**src/rtl/pfc_pkg.sv**
```systemverilog
// ---------------------------------------------------------------------------
// pfc_pkg
// Types and constants of the per-flow packet and byte counter.
// ---------------------------------------------------------------------------
`timescale 1ns / 1ps

package pfc_pkg;

  localparam int MAX_FLOWS   = 256;
  localparam int IDX_W       = $clog2(MAX_FLOWS);
  localparam int CNT_W       = IDX_W + 1;
  localparam int KEY_W       = 64;
  localparam int CTR_W       = 64;
  localparam int LEN_W       = 16;
  localparam int SLOT_W      = 8;
  localparam int MODE_W      = 2;
  localparam int STAT_W      = 3;
  localparam int QUEUE_DEPTH = 2;
  localparam int QPTR_W      = $clog2(QUEUE_DEPTH);

  localparam logic [MODE_W-1:0] MODE_COUNT    = 2'd0;
  localparam logic [MODE_W-1:0] MODE_READ     = 2'd1;
  localparam logic [MODE_W-1:0] MODE_CLEAR    = 2'd2;
  localparam logic [MODE_W-1:0] MODE_READ_ALT = 2'd3;

  localparam logic [STAT_W-1:0] STAT_EXISTING = 3'd0;
  localparam logic [STAT_W-1:0] STAT_NEW      = 3'd1;
  localparam logic [STAT_W-1:0] STAT_DROPPED  = 3'd2;
  localparam logic [STAT_W-1:0] STAT_READ     = 3'd3;
  localparam logic [STAT_W-1:0] STAT_CLEARED  = 3'd4;

  typedef enum logic [1:0] {
    OP_COUNT,
    OP_READ,
    OP_CLEAR
  } pfc_op_t;

  typedef enum logic [1:0] {
    S_IDLE,
    S_SCAN,
    S_READ,
    S_UPDATE
  } pfc_state_t;

  typedef struct packed {
    logic [MODE_W-1:0] mode;
    logic [KEY_W-1:0]  flow_id;
    logic [LEN_W-1:0]  packet_length;
    logic [SLOT_W-1:0] slot_index;
  } pfc_req_t;

  typedef struct packed {
    logic [STAT_W-1:0] status;
    logic [SLOT_W-1:0] slot;
    logic              entry_valid;
    logic [KEY_W-1:0]  entry_flow_id;
    logic [CTR_W-1:0]  entry_packets;
    logic [CTR_W-1:0]  entry_bytes;
  } pfc_res_t;

  typedef struct packed {
    pfc_op_t           op;
    logic [KEY_W-1:0]  flow_id;
    logic [LEN_W-1:0]  len;
    logic [SLOT_W-1:0] slot_index;
  } pfc_cmd_t;

  typedef struct packed {
    logic empty;
    logic full;
  } pfc_qstat_t;

endpackage

```
**src/rtl/pfc_queue.sv**
```systemverilog
// ---------------------------------------------------------------------------
// pfc_queue
// Short command queue between the intake and the table engine.
// ---------------------------------------------------------------------------
`timescale 1ns / 1ps

module pfc_queue import pfc_pkg::*; (
  input  logic       clk,
  input  logic       rst_n,
  input  logic       push,
  input  pfc_cmd_t   push_data,
  input  logic       pop,
  output pfc_cmd_t   head,
  output pfc_qstat_t qstat
);

  pfc_cmd_t          entry_r [QUEUE_DEPTH];
  logic [QPTR_W-1:0] wr_ptr_r, wr_ptr_nxt;
  logic [QPTR_W-1:0] rd_ptr_r, rd_ptr_nxt;
  logic [QPTR_W:0]   fill_r, fill_nxt;
  logic              do_push, do_pop;

  always_comb begin
    qstat.empty = (fill_r == '0);
    qstat.full  = (fill_r == (QPTR_W+1)'(QUEUE_DEPTH));
    head        = entry_r[rd_ptr_r];
    do_push     = push && !qstat.full;
    do_pop      = pop && !qstat.empty;
    wr_ptr_nxt  = do_push ? wr_ptr_r + 1'b1 : wr_ptr_r;
    rd_ptr_nxt  = do_pop ? rd_ptr_r + 1'b1 : rd_ptr_r;
    fill_nxt    = fill_r;
    if (do_push && !do_pop) begin
      fill_nxt = fill_r + 1'b1;
    end else if (do_pop && !do_push) begin
      fill_nxt = fill_r - 1'b1;
    end
  end

  always_ff @(posedge clk) begin
    if (!rst_n) begin
      wr_ptr_r <= '0;
      rd_ptr_r <= '0;
      fill_r   <= '0;
    end else begin
      wr_ptr_r <= wr_ptr_nxt;
      rd_ptr_r <= rd_ptr_nxt;
      fill_r   <= fill_nxt;
    end
  end

  always_ff @(posedge clk) begin
    if (do_push) begin
      entry_r[wr_ptr_r] <= push_data;
    end
  end

endmodule

```
**config.mk**
```make
export PLATFORM = sky130hd
export DESIGN_NAME = pfc_queue
export DESIGN_NICKNAME = d
export VERILOG_FILES = /design/src/rtl/pfc_pkg.sv /design/src/rtl/pfc_queue.sv
export SDC_FILE = /design/constraint.sdc
export NUM_CORES = 1
export LEC_CHECK = 0
export BUFFER_PORTS_ARGS = -buffer_cell sky130_fd_sc_hd__clkbuf_2
export CORE_UTILIZATION = 55
export CTS_CLUSTER_SIZE = 12
export DETAILED_ROUTE_END_ITERATION = 8
export PLACE_DENSITY = 0.92
export SLEW_MARGIN = 20
export SYNTH_ARGS = -nofsm -noshare
export SYNTH_HDL_FRONTEND = slang
export SYNTH_SLANG_ARGS = --single-unit
```
**constraint.sdc**
```tcl
create_clock -name clk -period 10.9 [get_ports clk]
set_input_delay 2.18 -clock clk [delete_from_list [all_inputs] [get_ports clk]]
set_output_delay 2.18 -clock clk [all_outputs]
set_load 0.005 [all_outputs]
```
==> metrics.md <==
| Metric | Value |
|---|---|
| Status | `completed` |
| TritonCTS clock tree | `yes` |
| Core area | `12000 um2` |
| CTS root buffer | `clkbuf_16` |
| Vias in the first global route | `3424` |
| Clock slew at reported path FFs | `60 ps` |
| Fin cells | `663` |
| Multi-input logic area | `1150 um2` |
| Avg WL per Cell | `17.5 um` |
| Drt initial violations | `227` |
| Die area | `12700 um2` |
| Register area | `5510 um2` |
| Lkg Pwr | `0.00320 uW` |
| Yosys warns | `0` |
| # resized after CTS | `0` |
| End point of the critical path | `head[1]` |
| Placed Area | `7810 um2` |
| Post-synth EDFFs | `180` |
| Setup_tns | `0 ps` |
| Fin area | `approximately 8400 um2` |
| Busiest grt layer | `met2` |
| Final Core Density | `70.3%` |
| Initial antenna violation count | `0` |
| # port buffers | `roughly 190` |
| Gr ovfl total | `0` |
| Worst hold path type | `reg -> reg` |
| Cell accounting for the most synthesized area | `edfxtp_1` |
| Ys async rst share | `0%` |
| Max-Cap Viols | `0` |
| Critical Path Fanout Max | `49` |
| Fillers | `720` |
| F_max | `around 0.22 GHz` |
| Worst hold path stage count | `2` |
| Hold Violations, Final | `0` |
| Die height | `113 um` |
| #FFs+latches synth | `185` |
| Diode count | `0` |
| Detailed-route wire length | `11600 um` |
| CP Depth | `3` |
| H-tree depth | `4` |
| TritonCTS Buffers | `17` |
| Buffers & Inverters on Critical Path | `2` |
| Cell variety after synth | `21` |
| Area Growth Syn to Fin | `24.9%` |
| Synthesized Nets | `400` |
| Clock Path Buffers | `2` |
| Crit path DAT | `2340 ps` |
| Skew final | `5.45 ps` |
| Setup crit end kind | `primary output` |
| Synth Instances | `305` |
| Largest net degree at the start of global routing | `50` |
| Dpl hpwl | `7700 um` |
| Grt met1 use | `21.2%` |
| Post-CTS Hold Fix Bufs | `0` |
| Unrepaired setup endpoints after global routing | `false` |
| Via density per instance | `5.18` |
| Top Family by Delay on Critical Path | `buffers and inverters` |
| Crit path max-delay cell type | `dfxtp_4` |
| R2r setup slk | `8600 ps` |
| Slew HR | `56.7%` |
| Total Power | `1990 uW` |
| Final #Nets | `around 600` |
| Slew @ Worst Pin | `649 ps` |
| Main synth FF type | `edfxtp_1` |
| Seq/Total Area, Yosys | `81.5%` |
| IO Pins | `186` |
| CP required | `8720 ps` |
| Worst-path cell chain | `buf_4 -> mux2_2 -> clkbuf_2` |
| Met3 usage | `5.84%` |
| FF-to-FF path depth | `3` |
| # rows | `40` |
| Vias | `around 3400` |
| Grt met2 use | `32.5%` |
| Crit path launch type | `flop` |
| Initial Util | `56.3%` |
| Die Wd | `around 110 um` |
| Max incr delay on CP | `690 ps` |
| Placed instance count | `631` |
| GP Congestion | `0.698` |
| Share of cells above drive strength 1 | `60.9%` |
| Reg-to-reg critical path startpoint | `fill_r[0]` |
| Sinks on Clock Net | `185` |
| Post-Syn Area per Cell | `22.2 um2` |
| Kind of critical path | `reg -> out` |
| Final setup viols | `0` |
| Max-slew violation count | `0` |
| Top post-synthesis cells by area | `edfxtp_1 (80%), mux2_2 (15%), buf_6 (1.5%)` |
| Reg2reg end | `entry_r[1][3]` |
| Total setup buffers inserted after CTS | `0` |
| Netlist Area Pre-Place | `6760 um2` |
| Yosys top cell area share | `80.0%` |
| Min Tclk post-route | `4520 ps` |
| GRT Total Usage | `18.6%` |
| First-pass GRT wire length | `17200 um` |
| ANT nets after route | `0` |
| Peak supply drop | `between 0.15 and 0.2 mV` |
| Pwr Density | `236 nW/um2` |
| Share of the clock period used by the worst path | `41.5%` |
| Drt pass-1 iters | `6` |
| # DRC | `0` |
| Clock Latency Late Sink | `420 ps` |
[layer usage]
| metal | vias up | wire length [um] |
|---|---|---|
| met1 | 1683 | 4530 |
| met4 | 0 | 184 |
| met3 | 16 | 725 |
| met2 | 131 | 6160 |
| met5 | - | 0 |
| li1 | 1606 | - |
[where the power goes]
| group | internal (uW) | switching [uW] | total [uW] | leakage [uW] |
|---|---|---|---|---|
| clock network | 390 | 258 | 648 | 0.000304 |
| logic | 213 | 193 | 406 | 0.00118 |
| registers | 895 | 44.0 | 939 | 0.00172 |
| total | 1500 | 495 | 1990 | 0.00320 |
[cell usage after synthesis, types with 2 or more instances]
| library cell | count |
|---|---|
| and2_1 | 3 |
| buf_6 | 9 |
| edfxtp_1 | 180 |
| dfxtp_1 | 5 |
| mux2_2 | 90 |
| nor2_1 | 2 |
| xnor2_1 | 2 |
[how the worst min path moves through the flow]
stage / endpoint / slack (ps) / startpoint
2_1_floorplan: fill_r[1] / 480 / fill_r[1]
4_1_cts: fill_r[1] / 530 / fill_r[1]
5_1_grt: fill_r[1] / 550 / fill_r[1]
6_report: fill_r[1] / 530 / fill_r[1]
3_3_place_gp: fill_r[1] / 500 / fill_r[1]
3_5_place_dp: fill_r[1] / 520 / fill_r[1]
[placed cells by master, fill, tap and decap left out, types with 2 or more instances in the layout]
cell,instances
and2_1,3
buf_4,4
bufinv_16,4
clkbuf_16,17
clkbuf_2,185
clkinv_4,2
clkinvlp_4,2
dfxtp_1,4
edfxtp_1,180
inv_6,5
mux2_2,90
nor2_1,2
xnor2_1,2
[state kept, by name, indices dropped and copies added (netlist names), named ones only]
signal    cells
fill_r        2
rd_ptr_r      1
wr_ptr_r      1
entry_r     180
[worst reg2reg max path, delay by kind of cell, from the launching register on]
| kind | cells | cell delay, ps |
|---|---|---|
| AND/OR/NAND/NOR | 2 | 830 |
| flip-flops | 1 | 410 |
| buffers and inverters | 1 | 670 |
[area by class of cell]
cell class | instances | share of cell area [%]
clock buffers | 18 | 5.08
clock inverters | 14 | 2.46
inverters | 2 | 0.0889
multi-input cells | 108 | 13.6
flip-flops and latches | 185 | 65.2
well taps | 147 | 2.18
repair buffers | 189 | 11.3
[stage by stage]
| stage | setup slack [ps] | hold WS, ps |
|---|---|---|
| 2_1_floorplan | 4620 | 483 |
| 3_3_place_gp | 6850 | 499 |
| 3_5_place_dp | 6800 | 520 |
| 4_1_cts | 6340 | 530 |
| 5_1_grt | 6250 | 553 |
| 6_report | 6380 | 529 |
[cells by family (layout without fill, tap and decap cells)]
kind of cell,after synthesis,after routing,share of synthesized area (%)
AND/OR/NAND/NOR,9,9,0.815
flip-flops,185,185,81.5
multiplexers,90,90,15.0
XOR/XNOR,3,3,0.389
adder cells (fa/ha/maj),1,1,0.185
buffers and inverters,12,223,1.68
AO/OA/AOI/OAI,5,5,0.481
(Power assumes the default switching activity.)
